### src/rtl/slip_multiplex_rx_deframer_macros.svh
// Assertion macros shared by the deframer RTL.
`ifndef SLIP_MULTIPLEX_RX_DEFRAMER_MACROS_SVH
`define SLIP_MULTIPLEX_RX_DEFRAMER_MACROS_SVH

// Same-cycle implication, checked outside reset.
`define SMRD_ASSERT_NOW(label, clk, rst_n, ante, cons) \
  label: assert property (@(posedge clk) disable iff (!rst_n) (ante) |-> (cons)) \
    else $error("deframer check failed");

// Next-cycle implication, checked outside reset.
`define SMRD_ASSERT_NEXT(label, clk, rst_n, ante, cons) \
  label: assert property (@(posedge clk) disable iff (!rst_n) (ante) |=> (cons)) \
    else $error("deframer check failed");

`endif

### src/rtl/smrd_pkg.sv
package smrd_pkg;

  localparam logic [7:0] SLIP_END     = 8'hC0;
  localparam logic [7:0] SLIP_ESC     = 8'hDB;
  localparam logic [7:0] SLIP_ESC_END = 8'hDC;
  localparam logic [7:0] SLIP_ESC_ESC = 8'hDD;

  localparam logic [7:0] STDIO_START_RST  = 8'd10;
  localparam logic [7:0] CONFIG_START_RST = 8'd169;

  typedef enum logic [2:0] {
    ST_IDLE    = 3'd0,
    ST_NET     = 3'd1,
    ST_NET_ESC = 3'd2,
    ST_STD     = 3'd3,
    ST_STD_ESC = 3'd4,
    ST_CFG     = 3'd5,
    ST_CFG_ESC = 3'd6
  } state_t;

  typedef enum logic [1:0] {
    CH_NONE = 2'd0,
    CH_NET  = 2'd1,
    CH_STD  = 2'd2,
    CH_CFG  = 2'd3
  } chan_t;

  typedef enum logic [1:0] {
    EV_NONE = 2'd0,
    EV_DONE = 2'd1,
    EV_DROP = 2'd2
  } event_t;

  typedef enum logic [1:0] {
    REG_STDIO_ENABLE      = 2'd0,
    REG_CONFIG_ENABLE     = 2'd1,
    REG_STDIO_START_BYTE  = 2'd2,
    REG_CONFIG_START_BYTE = 2'd3
  } reg_idx_t;

  typedef struct packed {
    logic [7:0] rx_byte;
    logic       net_start_ok;
    logic       net_add_ok;
    logic       cfg_start_ok;
    logic       cfg_add_ok;
  } in_beat_t;

  typedef struct packed {
    chan_t      channel;
    logic       data_valid;
    logic [7:0] data_byte;
    event_t     frame_event;
  } out_beat_t;

  function automatic logic [7:0] unescape(input logic [7:0] b);
    logic [7:0] r;
    r = b;
    if (b == SLIP_ESC_END) begin
      r = SLIP_END;
    end else if (b == SLIP_ESC_ESC) begin
      r = SLIP_ESC;
    end
    return r;
  endfunction

endpackage

### src/rtl/slip_multiplex_rx_deframer.sv
// SLIP receive deframer with slipmux channel demultiplexing. One raw serial byte is
// accepted per cycle while in_stall is low, and every accepted beat produces exactly
// one result beat: an unescaped payload byte tagged with its channel, a frame-complete
// or frame-dropped mark, or an empty result. A beat is registered in the input
// register, decoded combinationally against the seven-state receive register, and
// then registered in the result register, which holds it while out_stall is high.
// Sustained, the rate is one byte per cycle while the output does not stall. The
// buffer room flags travel with each byte. Configuration writes are
// taken at any time but should only be issued while no byte is in flight.
`include "slip_multiplex_rx_deframer_macros.svh"

module slip_multiplex_rx_deframer (
  input  logic                clk,
  input  logic                rst_n,
  input  logic                in_valid,
  output logic                in_stall,
  input  smrd_pkg::in_beat_t  in_data,
  output logic                out_valid,
  input  logic                out_stall,
  output smrd_pkg::out_beat_t out_data,
  input  logic                cfg_valid,
  output logic                cfg_ready,
  input  smrd_pkg::reg_idx_t  cfg_index,
  input  logic [7:0]          cfg_wdata
);

  logic               stdio_enable_r;
  logic               config_enable_r;
  logic [7:0]         stdio_start_byte_r;
  logic [7:0]         config_start_byte_r;

  logic               s1_valid_r;
  logic               s1_valid_nxt;
  smrd_pkg::in_beat_t s1_data_r;

  logic                out_valid_r;
  logic                out_valid_nxt;
  smrd_pkg::out_beat_t out_data_r;
  smrd_pkg::out_beat_t out_data_nxt;

  smrd_pkg::state_t state_r;
  smrd_pkg::state_t state_nxt;

  logic       out_free;
  logic       advance;
  logic       in_take;
  logic [7:0] b;
  logic [7:0] b_unesc;
  logic       std_hit;
  logic       cfg_hit;
  logic       out_dv;
  logic       drop_taken;

  assign cfg_ready = 1'b1;

  always_ff @(posedge clk) begin
    if (!rst_n) begin
      stdio_enable_r      <= 1'b0;
      config_enable_r     <= 1'b0;
      stdio_start_byte_r  <= smrd_pkg::STDIO_START_RST;
      config_start_byte_r <= smrd_pkg::CONFIG_START_RST;
    end else if (cfg_valid) begin
      case (cfg_index)
        smrd_pkg::REG_STDIO_ENABLE:      stdio_enable_r      <= cfg_wdata[0];
        smrd_pkg::REG_CONFIG_ENABLE:     config_enable_r     <= cfg_wdata[0];
        smrd_pkg::REG_STDIO_START_BYTE:  stdio_start_byte_r  <= cfg_wdata;
        smrd_pkg::REG_CONFIG_START_BYTE: config_start_byte_r <= cfg_wdata;
        default: ;
      endcase
    end
  end

  // Handshake: the input register advances whenever the result register is free.
  assign out_free = !out_valid_r || !out_stall;
  assign advance  = s1_valid_r && out_free;
  assign in_stall = s1_valid_r && !out_free;
  assign in_take  = in_valid && !in_stall;

  always_comb begin
    s1_valid_nxt = s1_valid_r;
    if (in_take) begin
      s1_valid_nxt = 1'b1;
    end else if (advance) begin
      s1_valid_nxt = 1'b0;
    end
  end

  always_comb begin
    out_valid_nxt = out_valid_r;
    if (advance) begin
      out_valid_nxt = 1'b1;
    end else if (!out_stall) begin
      out_valid_nxt = 1'b0;
    end
  end

  always_ff @(posedge clk) begin
    if (!rst_n) begin
      s1_valid_r  <= 1'b0;
      out_valid_r <= 1'b0;
      state_r     <= smrd_pkg::ST_IDLE;
    end else begin
      s1_valid_r  <= s1_valid_nxt;
      out_valid_r <= out_valid_nxt;
      if (advance) begin
        state_r <= state_nxt;
      end
    end
  end

  always_ff @(posedge clk) begin
    if (in_take) begin
      s1_data_r <= in_data;
    end
    if (advance) begin
      out_data_r <= out_data_nxt;
    end
  end

  assign b       = s1_data_r.rx_byte;
  assign b_unesc = smrd_pkg::unescape(b);
  assign std_hit = stdio_enable_r && (b == stdio_start_byte_r);
  assign cfg_hit = (b == config_start_byte_r);

  // Next receive state.
  always_comb begin
    state_nxt = state_r;
    case (state_r)
      smrd_pkg::ST_STD: begin
        if (b == smrd_pkg::SLIP_ESC) begin
          state_nxt = smrd_pkg::ST_STD_ESC;
        end else if (b == smrd_pkg::SLIP_END) begin
          state_nxt = smrd_pkg::ST_IDLE;
        end else begin
          state_nxt = smrd_pkg::ST_STD;
        end
      end
      smrd_pkg::ST_STD_ESC: begin
        state_nxt = smrd_pkg::ST_STD;
      end
      smrd_pkg::ST_CFG, smrd_pkg::ST_CFG_ESC: begin
        if (state_r == smrd_pkg::ST_CFG && b == smrd_pkg::SLIP_ESC) begin
          state_nxt = smrd_pkg::ST_CFG_ESC;
        end else if (state_r == smrd_pkg::ST_CFG && b == smrd_pkg::SLIP_END) begin
          state_nxt = smrd_pkg::ST_IDLE;
        end else if (config_enable_r && !s1_data_r.cfg_add_ok) begin
          state_nxt = smrd_pkg::ST_IDLE;
        end else begin
          state_nxt = smrd_pkg::ST_CFG;
        end
      end
      smrd_pkg::ST_NET, smrd_pkg::ST_NET_ESC: begin
        if (state_r == smrd_pkg::ST_NET && b == smrd_pkg::SLIP_ESC) begin
          state_nxt = smrd_pkg::ST_NET_ESC;
        end else if (state_r == smrd_pkg::ST_NET && b == smrd_pkg::SLIP_END) begin
          state_nxt = smrd_pkg::ST_IDLE;
        end else if (s1_data_r.net_add_ok) begin
          state_nxt = smrd_pkg::ST_NET;
        end else begin
          state_nxt = smrd_pkg::ST_IDLE;
        end
      end
      default: begin
        if (std_hit) begin
          state_nxt = smrd_pkg::ST_STD;
        end else if (cfg_hit) begin
          if (config_enable_r && !s1_data_r.cfg_start_ok) begin
            state_nxt = smrd_pkg::ST_IDLE;
          end else begin
            state_nxt = smrd_pkg::ST_CFG;
          end
        end else if (b == smrd_pkg::SLIP_END || !s1_data_r.net_start_ok) begin
          state_nxt = smrd_pkg::ST_IDLE;
        end else if (b == smrd_pkg::SLIP_ESC) begin
          state_nxt = smrd_pkg::ST_NET_ESC;
        end else if (s1_data_r.net_add_ok) begin
          state_nxt = smrd_pkg::ST_NET;
        end else begin
          state_nxt = smrd_pkg::ST_IDLE;
        end
      end
    endcase
  end

  // Result beat.
  always_comb begin
    out_data_nxt = '{channel: smrd_pkg::CH_NONE, data_valid: 1'b0, data_byte: 8'd0,
                     frame_event: smrd_pkg::EV_NONE};
    case (state_r)
      smrd_pkg::ST_STD, smrd_pkg::ST_STD_ESC: begin
        if (state_r == smrd_pkg::ST_STD_ESC ||
            (b != smrd_pkg::SLIP_ESC && b != smrd_pkg::SLIP_END)) begin
          if (stdio_enable_r) begin
            out_data_nxt.channel    = smrd_pkg::CH_STD;
            out_data_nxt.data_valid = 1'b1;
            out_data_nxt.data_byte  = (state_r == smrd_pkg::ST_STD_ESC) ? b_unesc : b;
          end
        end
      end
      smrd_pkg::ST_CFG, smrd_pkg::ST_CFG_ESC: begin
        if (state_r == smrd_pkg::ST_CFG && b == smrd_pkg::SLIP_ESC) begin
          out_data_nxt.channel = smrd_pkg::CH_NONE;
        end else if (state_r == smrd_pkg::ST_CFG && b == smrd_pkg::SLIP_END) begin
          if (config_enable_r) begin
            out_data_nxt.channel     = smrd_pkg::CH_CFG;
            out_data_nxt.frame_event = smrd_pkg::EV_DONE;
          end
        end else if (config_enable_r) begin
          out_data_nxt.channel = smrd_pkg::CH_CFG;
          if (s1_data_r.cfg_add_ok) begin
            out_data_nxt.data_valid = 1'b1;
            out_data_nxt.data_byte  = (state_r == smrd_pkg::ST_CFG_ESC) ? b_unesc : b;
          end else begin
            out_data_nxt.frame_event = smrd_pkg::EV_DROP;
          end
        end
      end
      smrd_pkg::ST_NET, smrd_pkg::ST_NET_ESC: begin
        if (state_r == smrd_pkg::ST_NET && b == smrd_pkg::SLIP_ESC) begin
          out_data_nxt.channel = smrd_pkg::CH_NONE;
        end else if (state_r == smrd_pkg::ST_NET && b == smrd_pkg::SLIP_END) begin
          out_data_nxt.channel     = smrd_pkg::CH_NET;
          out_data_nxt.frame_event = smrd_pkg::EV_DONE;
        end else begin
          out_data_nxt.channel = smrd_pkg::CH_NET;
          if (s1_data_r.net_add_ok) begin
            out_data_nxt.data_valid = 1'b1;
            out_data_nxt.data_byte  = (state_r == smrd_pkg::ST_NET_ESC) ? b_unesc : b;
          end else begin
            out_data_nxt.frame_event = smrd_pkg::EV_DROP;
          end
        end
      end
      default: begin
        if (std_hit) begin
          out_data_nxt.channel = smrd_pkg::CH_NONE;
        end else if (cfg_hit) begin
          if (config_enable_r && !s1_data_r.cfg_start_ok) begin
            out_data_nxt.channel     = smrd_pkg::CH_CFG;
            out_data_nxt.frame_event = smrd_pkg::EV_DROP;
          end
        end else if (b == smrd_pkg::SLIP_END) begin
          out_data_nxt.channel = smrd_pkg::CH_NONE;
        end else if (!s1_data_r.net_start_ok) begin
          out_data_nxt.channel     = smrd_pkg::CH_NET;
          out_data_nxt.frame_event = smrd_pkg::EV_DROP;
        end else if (b != smrd_pkg::SLIP_ESC) begin
          out_data_nxt.channel = smrd_pkg::CH_NET;
          if (s1_data_r.net_add_ok) begin
            out_data_nxt.data_valid = 1'b1;
            out_data_nxt.data_byte  = b;
          end else begin
            out_data_nxt.frame_event = smrd_pkg::EV_DROP;
          end
        end
      end
    endcase
  end

  assign out_valid = out_valid_r;
  assign out_data  = out_data_r;

  assign out_dv     = out_valid && out_data.data_valid;
  assign drop_taken = advance && (out_data_nxt.frame_event == smrd_pkg::EV_DROP);

  `SMRD_ASSERT_NOW(a_data_no_event, clk, rst_n, out_dv, out_data.frame_event == smrd_pkg::EV_NONE)
  `SMRD_ASSERT_NOW(a_data_has_chan, clk, rst_n, out_dv, out_data.channel != smrd_pkg::CH_NONE)
  `SMRD_ASSERT_NEXT(a_drop_to_idle, clk, rst_n, drop_taken, state_r == smrd_pkg::ST_IDLE)
  `SMRD_ASSERT_NOW(a_stall_when_full, clk, rst_n, in_stall, s1_valid_r && out_valid_r)

endmodule
### config.mk
export PLATFORM = sky130hd
export DESIGN_NAME = slip_multiplex_rx_deframer
export DESIGN_NICKNAME = d
export VERILOG_FILES = /design/src/rtl/smrd_pkg.sv /design/src/rtl/slip_multiplex_rx_deframer.sv
export VERILOG_INCLUDE_DIRS = /design/src /design/src/rtl
export SDC_FILE = /design/constraint.sdc
export NUM_CORES = 1
export LEC_CHECK = 0
export ABC_AREA = 1
export BUFFER_PORTS_ARGS = -buffer_cell sky130_fd_sc_hd__buf_2
export CAP_MARGIN = 10
export CORE_MARGIN = 2
export CORE_UTILIZATION = 40
export CTS_CLUSTER_SIZE = 40
export DETAILED_ROUTE_END_ITERATION = 8
export PLACE_DENSITY_LB_ADDON = 0.15
export SYNTH_ARGS = -nofsm -noshare
export SYNTH_HDL_FRONTEND = slang
export SYNTH_SLANG_ARGS = --single-unit
### constraint.sdc
create_clock -name clk -period 5.1 [get_ports clk]
set_clock_uncertainty 0.2 [all_clocks]
set_input_delay 0.765 -clock clk [delete_from_list [all_inputs] [get_ports clk]]
set_output_delay 0.765 -clock clk [all_outputs]
set_load 0.05 [all_outputs]
== Word level (Yosys, flattened, before mapping) ==
Cells that the tools add are included.

* Mux-type cells: 57
* Equal/unequal tests: 18
* Reduce and logical (&&, ||, !) cells: 30

{| class="wikitable"
|+ Operator list
! cell !! number
|-
| 11-bit two-way mux || 6
|-
| 9-bit two-way mux || 7
|-
| 8-bit two-way mux || 5
|-
| 2-bit two-way mux || 17
|-
| 11-bit one-hot mux with 3 select lines || 1
|-
| 8-bit == test, second input constant || 4
|-
| 3-bit two-way mux || 7
|-
| 8-bit == test || 2
|-
| 8-bit != test, second input constant || 2
|-
| 13-bit two-way mux || 1
|-
| 12-bit two-way mux || 1
|-
| 3-bit one-hot mux with 4 select lines || 1
|-
| 1-bit logical AND || 11
|-
| 1-bit two-way mux || 10
|-
| 3-bit == test, second input constant || 3
|-
| 2-bit AND reduction || 4
|-
| 1-bit logical NOT || 7
|-
| 3-bit by 2-bit == test with 1-bit output, second input constant || 2
|-
| 2-bit one-hot mux with 3 select lines || 1
|-
| 2-bit OR reduction || 3
|-
| 2-bit == test, second input constant || 2
|-
| 3-bit by 1-bit == test with 1-bit output, second input constant || 1
|-
| 1-bit logical OR || 3
|-
| 2-bit by 1-bit == test with 1-bit output, second input constant || 1
|-
| other kinds (3) || 3
|}

* Output and inout bits: 16
* Input bits: 27
* Logic and storage cells: 121
* Register bits: 48

== Depth between registers and ports, before layout ==
Gate-level depths: netlist of run 1.

* Depth after elaboration: 9
* Depth in mapped cells: 11
* Depth with buffers taken out: 11

== Worst setup path before layout of run 1 ==
No wires, ideal clock.

* Kind: input to output
* Start: in out_stall
* End: out in_stall
* Path slack: 2596 ps
* Path buffers: 0
* Data required time: 4135 ps
* Data arrival time: 1539 ps
* Stages on the path: 2
* Path through: nand2_1 > nor2_1

* Word-level cells in the longest chain between the ends: 4

{| class="wikitable"
|+ Ends and longest elaborated chain
! item !! RTL line !! source
|-
| start: declaration || slip_multiplex_rx_deframer.sv:19 || <nowiki>input logic out_stall,</nowiki>
|-
| 1-bit logical NOT || -- ||
|-
| 1-bit logical OR || slip_multiplex_rx_deframer.sv:74 || <nowiki>assign out_free = !out_valid_r || !out_stall;</nowiki>
|-
| 1-bit logical NOT || slip_multiplex_rx_deframer.sv:76 || <nowiki>assign in_stall = s1_valid_r && !out_free;</nowiki>
|-
| 1-bit logical AND || slip_multiplex_rx_deframer.sv:76 ||
|-
| end: declaration || slip_multiplex_rx_deframer.sv:16 || <nowiki>output logic in_stall,</nowiki>
|}

Every way passes these cells.

== Worst setup path after layout of run 1 ==
Ends and elaborated chain as after synthesis.

==> metrics.md, run 1 <==
| Metric | Value |
|---|---|
| Post-CTS setup repair buffer count | `0` |
| Core area | `0.00639 sq mm` |
| Vias in the first global route | `2131` |
| Die Height | `85.6 um` |
| Initial Util | `41.7%` |
| Critical path cell sequence | `buf_2 > nand2_1 > nor2_1 > buf_2` |
| Largest stage delay, worst path | `0.28 ns` |
| Routed WL | `6.17 mm` |
| Required time of the critical path | `4.14 ns` |
| Reg power frac | `49.4%` |
| Upper clock frequency limit | `441 MHz` |
| DRC violation total after the first TritonRoute iteration | `129` |
| Final setup margin | `2.83 ns` |
| Hold crit path type | `flop to flop` |
| Hold depth | `2` |
| Hold Buf Count CTS | `0` |
| R2R cell count | `10` |
| Placer Congestion | `0.974` |
| Yosys warns | `0` |
| Vias per Instance | `5.07` |
| Routed length per instance | `13.4 um` |
| Crit path max fanout | `3` |
| # IOs | `43` |
| Largest net degree at the start of global routing | `19` |
| Count of cell types in the netlist | `35` |
| Ant diodes | `0` |
| Relative slew margins | `64.3%` |
| Worst slew pin tran | `0.531 ns` |
| Vias | `2332` |
| Status | `complete, no violations` |
| Resize count post-CTS | `0` |
| Slowest CP cell | `buf_2` |
| Fin. Hold Viols | `0` |
| Internal | `0.000656 W` |
| First-pass GRT wire length | `10.4 mm` |
| Combinational share of power | `16.4%` |
| Cells after Synth | `338` |
| CTS tree | `done` |
| Clock Tree Buf Depth | `2` |
| Die Wd | `85.6 um` |
| Max cap viols | `0` |
| Critical path data arrival time | `1.30 ns` |
| Final setup viols | `0` |
| Synth Cell Area | `0.00266 sq mm` |
| Post-route minimum period | `2.27 ns` |
| Switching share of total power | `28.0%` |
| Area of the multi-input gates | `0.00124 sq mm` |
| CTS sink count | `48` |
| Worst Setup Start Kind | `input port` |
| Place WS | `2.78 ns` |
| Skew-Pair Late Insertion Delay | `0.31 ns` |
| VDD IR-drop max | `183 uV` |
| Port-buffer cells | `41` |
| Layout Cells excl Fill | `460` |
| TNS Setup | `0 ns` |
| Share of layout cells above drive strength 1 | `22.5%` |
| Final-layout fill cell count | `649` |
| Net switching power of the design | `0.000256 W` |
| Setup CP Type | `input port to output port` |
| Std-Cell Rows | `29` |
| Crit end category | `output port` |
| Gr ovfl total | `0` |
| Period utilization | `44.5%` |
| Initial antenna violation count | `0` |
| First drt pass iteration count | `4` |
| DR DRC count | `0` |
| Pwr Density | `296 mW/mm^2` |
| Die area | `0.00732 sq mm` |
| Syn Nets | `365` |
| Clk slew on worst S/H paths | `0.09 ns` |
| Register area | `0.00121 sq mm` |
| Root buf cell | `clkbuf_8` |
| CTS H-tree depth | `2` |
| Syn_area_per_cell | `7.87 sq um` |
| Synthesized flop and latch total | `48` |
| Clock Power Share | `34.2%` |
| Synth-to-Final Area Change | `15.7%` |
| Layout Nets | `409` |
| Leakage | `1.39 nW` |
| Top cell by count, worst path | `buf_2` |
| Final antenna-violating net count | `0` |
| Total CTS buffers | `5` |
| Register area share after synthesis | `45.5%` |
| RSZ-0062 raised after global routing | `no` |
| Post-DP HPWL | `4.92 mm` |
| Placed insts | `452` |
| Max-slew violation count | `0` |
| Global-route usage over all layers | `18.2%` |
| Layout Utilization | `48.2%` |
==> worst max-delay path, delay by kind of cell <==
kind                   cells  cell delay (ns)
AND/OR/NAND/NOR            2             0.19
buffers and inverters      2             0.35
==> sequential cells by signal, indices dropped and copies added (netlist names) <==
name	count
out_data	13
b	8
config_start_byte_r	8
stdio_start_byte_r	8
s1_data_r	4
state_r	3
config_enable_r	1
out_valid	1
s1_valid_r	1
stdio_enable_r	1
==> layout make-up <==
type	count	area share (%)
clock buffer	6	3.05
clock inverter	2	1.26
multi-input combinational	236	40.3
sequential	48	39.4
timing repair buffer	42	6.91
tap	77	3.13
inverter	49	5.98
==> routing by layer <==
metal	GRT usage [%]	share of wire (%)	up-vias
met4	7.36	2.9	0
met2	27.6	43	75
met3	4.43	6.1	15
met5	0	0	-
met1	25.0	48	1020
li1	-	-	1222
==> cells in the final DEF, fill, tap and decap left out, types with 4 or more instances in the layout <==
cell type  instances
nand2_1           75
buf_2             41
inv_1             39
nor2_1            30
edfxtp_1          25
nand3_1           24
dfxtp_1           23
o21ai_0           20
a21oi_1           18
inv_2             10
nand4_1           10
nor3_1             8
xnor2_1            6
nand2_2            5
nand3_2            5
clkbuf_8           5
nor2_4             4
==> synth_stat cells <==
library cell   n  area share (%)
a21oi_1       18             3.4
a311oi_1       1            0.33
a31oi_1        2            0.47
a32oi_1        1            0.33
buf_2          2            0.38
buf_4          1            0.28
clkbuf_1       2            0.28
conb_1         1            0.14
dfxtp_1       23              17
edfxtp_1      25              28
inv_1         39             5.5
inv_2         10             1.4
nand2_1       75              11
nand2_2        5             1.2
nand2_4        3             1.3
nand3_1       24             4.5
nand3_2        5             1.9
nand3b_1       1            0.28
nand3b_4       1            0.75
nand4_1       10             2.4
nor2_1        30             4.2
nor2_2         3            0.71
nor2_4         4             1.7
nor3_1         8             1.5
nor3_2         1            0.38
nor3_4         1            0.61
nor4_1         3            0.71
o2111ai_1      2            0.66
o211ai_1       3            0.85
o21ai_0       20             3.8
o21ai_1        3            0.56
o21ai_2        3            0.99
o31ai_1        1            0.28
or2_1          1            0.24
xnor2_1        6             2.0
==> metrics by stage <==
step                      power [W]  hold WS (ns)  area (sq um)
after global placement     0.000608         0.263          2940
after CTS                  0.000924         0.281          3080
after detailed placement   0.000609         0.266          2940
after global routing       0.000958         0.294          3080
final                      0.000912         0.279          3080
after floorplan            0.000566         0.244          2660
==> path summary, 6_finish.rpt <==
path	slack (ns)	endpoint	from
min reg2reg	0.28	stdio_start_byte_r[2]$_SDFFE_PN0P_	stdio_start_byte_r[2]$_SDFFE_PN0P_
min	0.28	stdio_start_byte_r[2]$_SDFFE_PN0P_	stdio_start_byte_r[2]$_SDFFE_PN0P_
max	2.83	in_stall	out_stall
max reg2reg	2.89	out_data[2]$_DFFE_PP_	b[2]$_DFFE_PP_
==> cell families after synthesis <==
kind of cell | synth area share, %
AO/OA/AOI/OAI | 11.6
XOR/XNOR | 1.98
buffers and inverters | 7.86
flip-flops | 45.5
other | 0.141
AND/OR/NAND/NOR | 32.9
==> power groups by stage <==
stage          sequential, W  clock (W)  combinational, W
2_1_floorplan       0.000475          0         0.0000909
3_3_place_gp        0.000459          0          0.000149
3_5_place_dp        0.000459          0          0.000150
4_1_cts             0.000450   0.000324          0.000150
5_1_grt             0.000453   0.000337          0.000168
6_report            0.000450   0.000312          0.000150
Note: power is estimated with default switching activity, not from simulation.
==> run 2: changes to the inputs <==
==> constraint.sdc (replaced) <==
create_clock -name clk -period 1.94 [get_ports clk]
set_clock_uncertainty 0.2 [all_clocks]
set_input_delay 0.291 -clock clk [delete_from_list [all_inputs] [get_ports clk]]
set_output_delay 0.291 -clock clk [all_outputs]
set_load 0.05 [all_outputs]
==> run 2 against run 1 <==
The run now ends with setup timing left. Flip-flop and latch count is the same. First-iteration DRC count grew 22%. Total power increased to 2.8 times the previous value. Core utilization increased by 11 points. Worst hold slack got worse by 0.28 ns. Non-clock buffer count is 57 higher. Die area is the same.
==> metrics.md, run 2 (synthesis gave the netlist of run 1 again) <==
| Metric | Value |
|---|---|
| Status | `finished, violations left` |
| Violated checks | `setup timing` |
| Register area | `0.00121 sq mm (+0.10%)` |
| Core area | `0.00639 sq mm (unchanged)` |
| Final Power | `0.00255 W (+180%)` |
| Final antenna-violating net count | `0 (unchanged)` |
| Clk slew on worst S/H paths | `0.10 ns (about the same)` |
| Gr ovfl total | `0 (unchanged)` |
| Fin. Hold Viols | `0 (unchanged)` |
| Hold depth | `3 (+1)` |
| Largest net degree at the start of global routing | `19 (unchanged)` |
| Post-DP HPWL | `5.72 mm (+16%)` |
| DR DRC count | `0 (unchanged)` |
| Number of flip-flops in the largest register | `13 (unchanged)` |
| Placer Congestion | `0.960 (-1.5%)` |
| Hold Crit Start | `cfg_wdata[3]` |
| Setup slack, reg-to-reg | `-0.04 ns (-2.93 ns)` |
| Worst Path Buf+Inv | `1 (-1)` |
| Ant diodes | `0 (unchanged)` |
| Period utilization | `102%` |
| Vias | `2643 (+13%)` |
| Most frequent cells in the layout | `64 x nand2_1, 41 x buf_2, 37 x inv_1, 37 x buf_4, 25 x edfxtp_1` |
| Layout Cells excl Fill | `517 (+12%)` |
| Max-slew violation count | `0 (unchanged)` |
| Hold crit path type | `input port to flop` |
| Largest stage delay, worst path | `0.51 ns (+0.23 ns)` |
| Layout Utilization | `58.8% (+11 points)` |
| Required time of the critical path | `1.80 ns (-2.34 ns)` |
| Max cap viols | `0 (unchanged)` |
| Routed length per instance | `14.3 um (+6.6%)` |
| Commonest non-fill, non-tap cell in the layout | `nand2_1` |
| R2R cell count | `10 (unchanged)` |
| Layout Nets | `466 (+14%)` |
| Reg-to-reg endpoint | `out_data[7]$_DFFE_PP_` |
| Die area | `0.00732 sq mm (unchanged)` |
| Root buf cell | `clkbuf_8` |
| CP delay by family, top | `simple AND/OR/NAND/NOR gates` |
| Reg2reg start | `b[4]$_DFFE_PP_` |
| Synth-to-Final Area Change | `41.1%` |
| CTS H-tree depth | `2 (unchanged)` |
| First drt pass iteration count | `4 (unchanged)` |
| Vias per Instance | `5.11 (+0.84%)` |
| Std-Cell Rows | `29 (unchanged)` |
| DRC violation total after the first TritonRoute iteration | `157 (+22%)` |
| RSZ-0062 raised after global routing | `yes` |
| Skew-Pair Late Insertion Delay | `0.32 ns (about the same)` |
| Die Wd | `85.6 um (unchanged)` |
| Critical path cell sequence | `inv_2 > nand2_2 > nor2_4 > nand2_2 > nand3b_4 > nand2_4 > nand2_4 > o21ai_4 > o21ai_2 > o31ai_2` |
| Global-route usage over all layers | `21.3% (+3.1 points)` |
| Port-buffer cells | `41 (unchanged)` |
| Critical path data arrival time | `1.84 ns (+0.54 ns)` |
| Leakage | `1.69 nW (+22%)` |
| Upper clock frequency limit | `504 MHz` |
| Placed insts | `482 (+6.6%)` |
| Crit end category | `flop` |
| Initial antenna violation count | `0 (unchanged)` |
| CTS sink count | `48 (unchanged)` |
| Vias in the first global route | `2504 (+18%)` |
| First-pass GRT wire length | `12.0 mm (+15%)` |
| Post-route minimum period | `1.98 ns` |
| Setup CP Type | `flop to flop` |
| # IOs | `43 (unchanged)` |
| Area of the multi-input gates | `0.00143 sq mm (+15%)` |
| Initial Util | `41.7% (unchanged)` |
| Slowest CP cell | `edfxtp_1` |
| VDD IR-drop max | `390 uV (+110%)` |
| Pwr Density | `678 mW/mm^2 (+130%)` |
| CTS tree | `done` |
| Final setup margin | `-0.0449 ns (-2.88 ns)` |
| Final-layout fill cell count | `588 (-9.4%)` |
| Clock Tree Buf Depth | `2 (unchanged)` |
| Routed WL | `7.40 mm (+20%)` |
| Worst Setup Start Kind | `flop` |
| Final setup viols | `6 (+6)` |
| Share of layout cells above drive strength 1 | `38.4% (+16 points)` |
| Hold EP | `stdio_start_byte_r[3]$_SDFFE_PN1P_` |
| Total CTS buffers | `5 (unchanged)` |
| Die Height | `85.6 um (unchanged)` |
| Crit path max fanout | `4 (+1)` |
==> run 2: report_power, final <==
group          switching [W]  internal, W
logic               0.000329     0.000205
registers          0.0000448      0.00113
clock network       0.000367     0.000467
==> run 2: through the flow <==
stage	hold slack (ns)	setup TNS [ns]	setup slack [ns]	cell area, sq um
5_1_grt	0.0133	-1.46	-0.148	3750
6_report	0.000409	-0.117	-0.0449	3750
2_1_floorplan	0.190	0	0.102	2670
4_1_cts	0.000358	-0.00371	-0.00326	3540
3_5_place_dp	0.266	-0.315	-0.0698	3180
3_3_place_gp	0.264	-0.356	-0.0731	3180
==> run 2: cell type report <==
class	count	share of cell area, %
inverters	49	4.90
flip-flops and latches	48	32.3
multi-input cells	236	38.0
clock buffers	6	2.50
clock inverters	2	1.03
repair buffers	99	18.7
well taps	77	2.57
==> run 2: routing by layer <==
layer  GRT usage, %  part of all wire (%)  vias to the layer above
met5              0                     0                        -
met4           8.08                   1.6                        0
met3           3.95                   5.8                        9
met2           35.6                    48                       96
met1           27.6                    45                     1210
li1               -                     -                     1328
==> run 2: worst register-to-register path, stage by stage (launching register included) <==
cell,delay [ns]
edfxtp_1,0.51
inv_2,0.13
nand2_2,0.07
nor2_4,0.15
nand2_2,0.09
nand3b_4,0.09
nand2_4,0.05
nand2_4,0.10
o21ai_4,0.07
o21ai_2,0.16
o31ai_2,0.09
==> run 2: worst max-delay path by stage <==
stage | start | cells after the start | endpoint
floorplan | out_valid$_SDFFE_PN0P_ | 6 | state_r[2]$_SDFFE_PN0P_
global placement | b[4]$_DFFE_PP_ | 10 | out_data[10]$_DFFE_PP_
detailed placement | b[4]$_DFFE_PP_ | 10 | out_data[8]$_DFFE_PP_
CTS | b[2]$_DFFE_PP_ | 10 | out_data[8]$_DFFE_PP_
global route | b[2]$_DFFE_PP_ | 8 | out_data[8]$_DFFE_PP_
finish | b[4]$_DFFE_PP_ | 10 | out_data[7]$_DFFE_PP_
==> run 2: repair_timing <==
action	CTS	global route
endpoints found under the setup margin	12	15
pin swaps	5	24
gates resized for setup	12	44
buffers inserted	6	8
endpoints found under the hold margin	14	0
hold buffers	14	0
==> run 3: changes to the inputs <==
--- a/config.mk
+++ b/config.mk
@@ -6,7 +6,6 @@
 export SDC_FILE = /design/constraint.sdc
 export NUM_CORES = 1
 export LEC_CHECK = 0
-export ABC_AREA = 1
 export BUFFER_PORTS_ARGS = -buffer_cell sky130_fd_sc_hd__buf_2
 export CAP_MARGIN = 10
 export CORE_MARGIN = 2
==> run 3 against run 2 <==
Critical path depth shrank 3. The flow still finishes with violations (setup timing). Die area shrank 6.7%. Non-clock buffer count grew 9. Design area shrank 7.6%. Sequential power is essentially flat. Combinational power shrank 12%. Clock power shrank 23%.
==> metrics.md, run 3 <==
| Metric | Value |
|---|---|
| EDFF count, synth | `25 (unchanged)` |
| Syn Nets | `272 (-25%)` |
| Max cap viols | `0 (unchanged)` |
| Hold crit path type | `input port to flop` |
| Initial Util | `41.5% (-0.14 points)` |
| Total CTS buffers | `5 (unchanged)` |
| Status | `finished, violations left` |
| Setup CP Type | `flop to flop` |
| Number of flip-flops in the largest register | `13 (unchanged)` |
| Count of cell types in the netlist | `56 (+60%)` |
| VDD IR-drop max | `458 uV (+18%)` |
| Area leader, netlist | `edfxtp_1` |
| Crit end category | `flop` |
| Port-buffer cells | `41 (unchanged)` |
| Vias in the first global route | `2095 (-16%)` |
| Synth Cell Area | `0.00247 sq mm (-7.1%)` |
| Crit path max fanout | `6 (+2)` |
| Share of layout cells above drive strength 1 | `37.9% (-0.52 points)` |
| Leakage | `1.43 nW (-15%)` |
| Skew-Pair Late Insertion Delay | `0.31 ns (about the same)` |
| Synthesized flop and latch total | `48 (unchanged)` |
| Synthesized-area fraction occupied by adder cells | `0% (unchanged)` |
| Required time of the critical path | `1.80 ns (about the same)` |
| Hold Slack | `0.0120 ns (+0.0116 ns)` |
| Pwr Density | `657 mW/mm^2 (-3.1%)` |
| Relative slew margins | `65.4%` |
| DR DRC count | `0 (unchanged)` |
| Area of the multi-input gates | `0.00129 sq mm (-9.7%)` |
| Worst Setup Start Kind | `flop` |
| Most common cell in the netlist | `nand2_1` |
| Placed insts | `396 (-18%)` |
| Routed WL | `6.24 mm (-16%)` |
| CTS sink count | `48 (unchanged)` |
| Cells after Synth | `245 (-28%)` |
| TNS Setup | `-4.12 ns (-4.00 ns)` |
| Die Wd | `82.6 um (-3.4%)` |
| Synth-to-Final Area Change | `40.3%` |
| Top-area cell type share of the netlist area | `30.4% (+2.1 points)` |
| Compound-cell area share of the yosys netlist | `16.8% (+5.1 points)` |
| Period utilization | `118% (+15 points)` |
| Std-Cell Rows | `28 (-3.4%)` |
| Largest stage delay, worst path | `0.52 ns (about the same)` |
| Vias | `2172 (-18%)` |
| Root buf cell | `clkbuf_8` |
| Layout Cells excl Fill | `426 (-18%)` |
| Register area | `0.00121 sq mm (-0.10%)` |
| DRC violation total after the first TritonRoute iteration | `154 (-1.9%)` |
| Violated checks | `setup timing` |
| Clock Tree Buf Depth | `2 (unchanged)` |
| Gr ovfl total | `0 (unchanged)` |
| Final setup viols | `14 (+8)` |
| Die area | `0.00683 sq mm (-6.7%)` |
| Critical path cell sequence | `buf_4 > nor4_4 > nand3_2 > and4b_4 > and2_4 > o31a_1 > o21a_1` |
| Async S/R FF share, synth | `0% (unchanged)` |
| First-pass GRT wire length | `10.1 mm (-16%)` |
| Final setup margin | `-0.344 ns (-0.299 ns)` |
| Post-route minimum period | `2.28 ns (+0.299 ns)` |
| Setup slack, reg-to-reg | `-0.34 ns (-0.30 ns)` |
| CP startpoint | `b[2]$_DFFE_PP_` |
| Yosys warns | `0 (unchanged)` |
| Layout Nets | `377 (-19%)` |
| Vias per Instance | `5.10 (-0.27%)` |
| # IOs | `43 (unchanged)` |
| Reg2reg start | `b[2]$_DFFE_PP_` |
| Max-slew violation count | `0 (unchanged)` |
| Ant diodes | `0 (unchanged)` |
| Place WS | `-0.387 ns (-0.317 ns)` |
| Ranking of synthesized cells by area | `edfxtp_1 30%, dfxtp_1 19%, nand2_1 6.4%, xor2_1 3.2%, a21boi_0 3.0%` |
| Most frequent cells in the layout | `50 x buf_4, 42 x nand2_1, 41 x buf_2, 25 x edfxtp_1, 23 x dfxtp_1` |
| Upper clock frequency limit | `438 MHz (-13%)` |
| Final antenna-violating net count | `0 (unchanged)` |
| Worst slew pin tran | `0.518 ns` |
| CTS H-tree depth | `2 (unchanged)` |
| Mux cell area share after synthesis | `1.21% (+1.2 points)` |
| Final-layout fill cell count | `523 (-11%)` |
| Fin. Hold Viols | `0 (unchanged)` |
| CTS tree | `done` |
| Ys flop type | `edfxtp_1` |
| Post-synth top cells | `42 x nand2_1, 25 x edfxtp_1, 23 x dfxtp_1` |
| Simple-gate share of the synthesized area | `23.8% (-9.0 points)` |
| Post-DP HPWL | `4.54 mm (-21%)` |
| Register area share after synthesis | `49.0% (+3.5 points)` |
| Xor and xnor fraction of the mapped netlist area | `6.02% (+4.0 points)` |
| Syn_area_per_cell | `10.1 sq um (+28%)` |
| Largest net degree at the start of global routing | `16 (-3)` |
| Die Height | `82.6 um (-3.4%)` |
| Placer Congestion | `0.957 (-0.25%)` |
| RSZ-0062 raised after global routing | `yes` |
| Global-route usage over all layers | `19.8% (-1.5 points)` |
| Routed length per instance | `14.6 um (+2.4%)` |
| Initial antenna violation count | `0 (unchanged)` |
| Slowest CP cell | `edfxtp_1` |
| Critical path data arrival time | `2.15 ns (+0.31 ns)` |
| Largest family of logic cells by synthesized area | `simple AND/OR/NAND/NOR gates` |
| Core area | `0.00596 sq mm (-6.7%)` |
| Commonest non-fill, non-tap cell in the layout | `buf_4` |
| Clk slew on worst S/H paths | `0.09 ns (about the same)` |
| First drt pass iteration count | `4 (unchanged)` |
| Hold Crit Start | `cfg_wdata[3]` |
## run 3: final timing paths
kind | depth (start not counted) | endpoint
max | 7 | out_data[4]$_DFFE_PP_
min | 3 | stdio_start_byte_r[3]$_SDFFE_PN1P_
max reg2reg | 7 | out_data[4]$_DFFE_PP_
min reg2reg | 2 | config_start_byte_r[0]$_SDFFE_PN1P_
## run 3: metrics by stage
step / util, % / instance area [sq um] / total power (W)
2_1_floorplan: - / 2480 / 0.00143
3_3_place_gp: 51.5 / 3070 / 0.00159
3_5_place_dp: 51.5 / 3070 / 0.00159
4_1_cts: 57.1 / 3400 / 0.00228
5_1_grt: 58.2 / 3470 / 0.00239
6_report: 58.2 / 3470 / 0.00228
## run 3: layout make-up
class                           count  share of cell area [%]
Clock buffer                        6                    2.38
Clock inverter                      2                   0.397
Inverter                            6                   0.649
Multi-Input combinational cell    181                    37.1
Sequential cell                    48                    34.9
Tap cell                           75                    2.71
Timing Repair Buffer              108                    21.8
## run 3: power breakdown
group	leakage [nW]	switching (W)	internal, W	total [W]
logic	0.949	0.000252	0.000216	0.000468
registers	0.427	0.0000423	0.00112	0.00117
clock network	0.0516	0.000353	0.000292	0.000646
## run 3: logic make-up after synthesis
group	Yosys count
buffers and inverters	16
other	1
AOI/OAI and AO/OA	56
and+or+nand+nor	104
muxes	3
DFF	48
xor gates and xnor gates	17
## run 3: worst max-delay path, delay by kind of cell, from the launching register on
kind / cells / cell delay [ns]
simple gates: 4 / 0.70
compound gates: 2 / 0.43
buf+inv: 1 / 0.20
flops: 1 / 0.52
## run 3: timing repair
action	CTS	global route
hold endpoints to repair	12	0
gates resized for setup	16	8
endpoints found under the setup margin	16	16
cloned	0	0
buffers inserted	13	4
pin swaps	15	6
hold buffers	12	0
## run 3: routing by layer
layer	track usage, %	vias up	routed length (um)
li1	-	1085	-
met1	26.5	1023	2860
met2	32.8	55	2970
met3	3.59	9	305
met4	5.90	0	98
met5	0	-	0
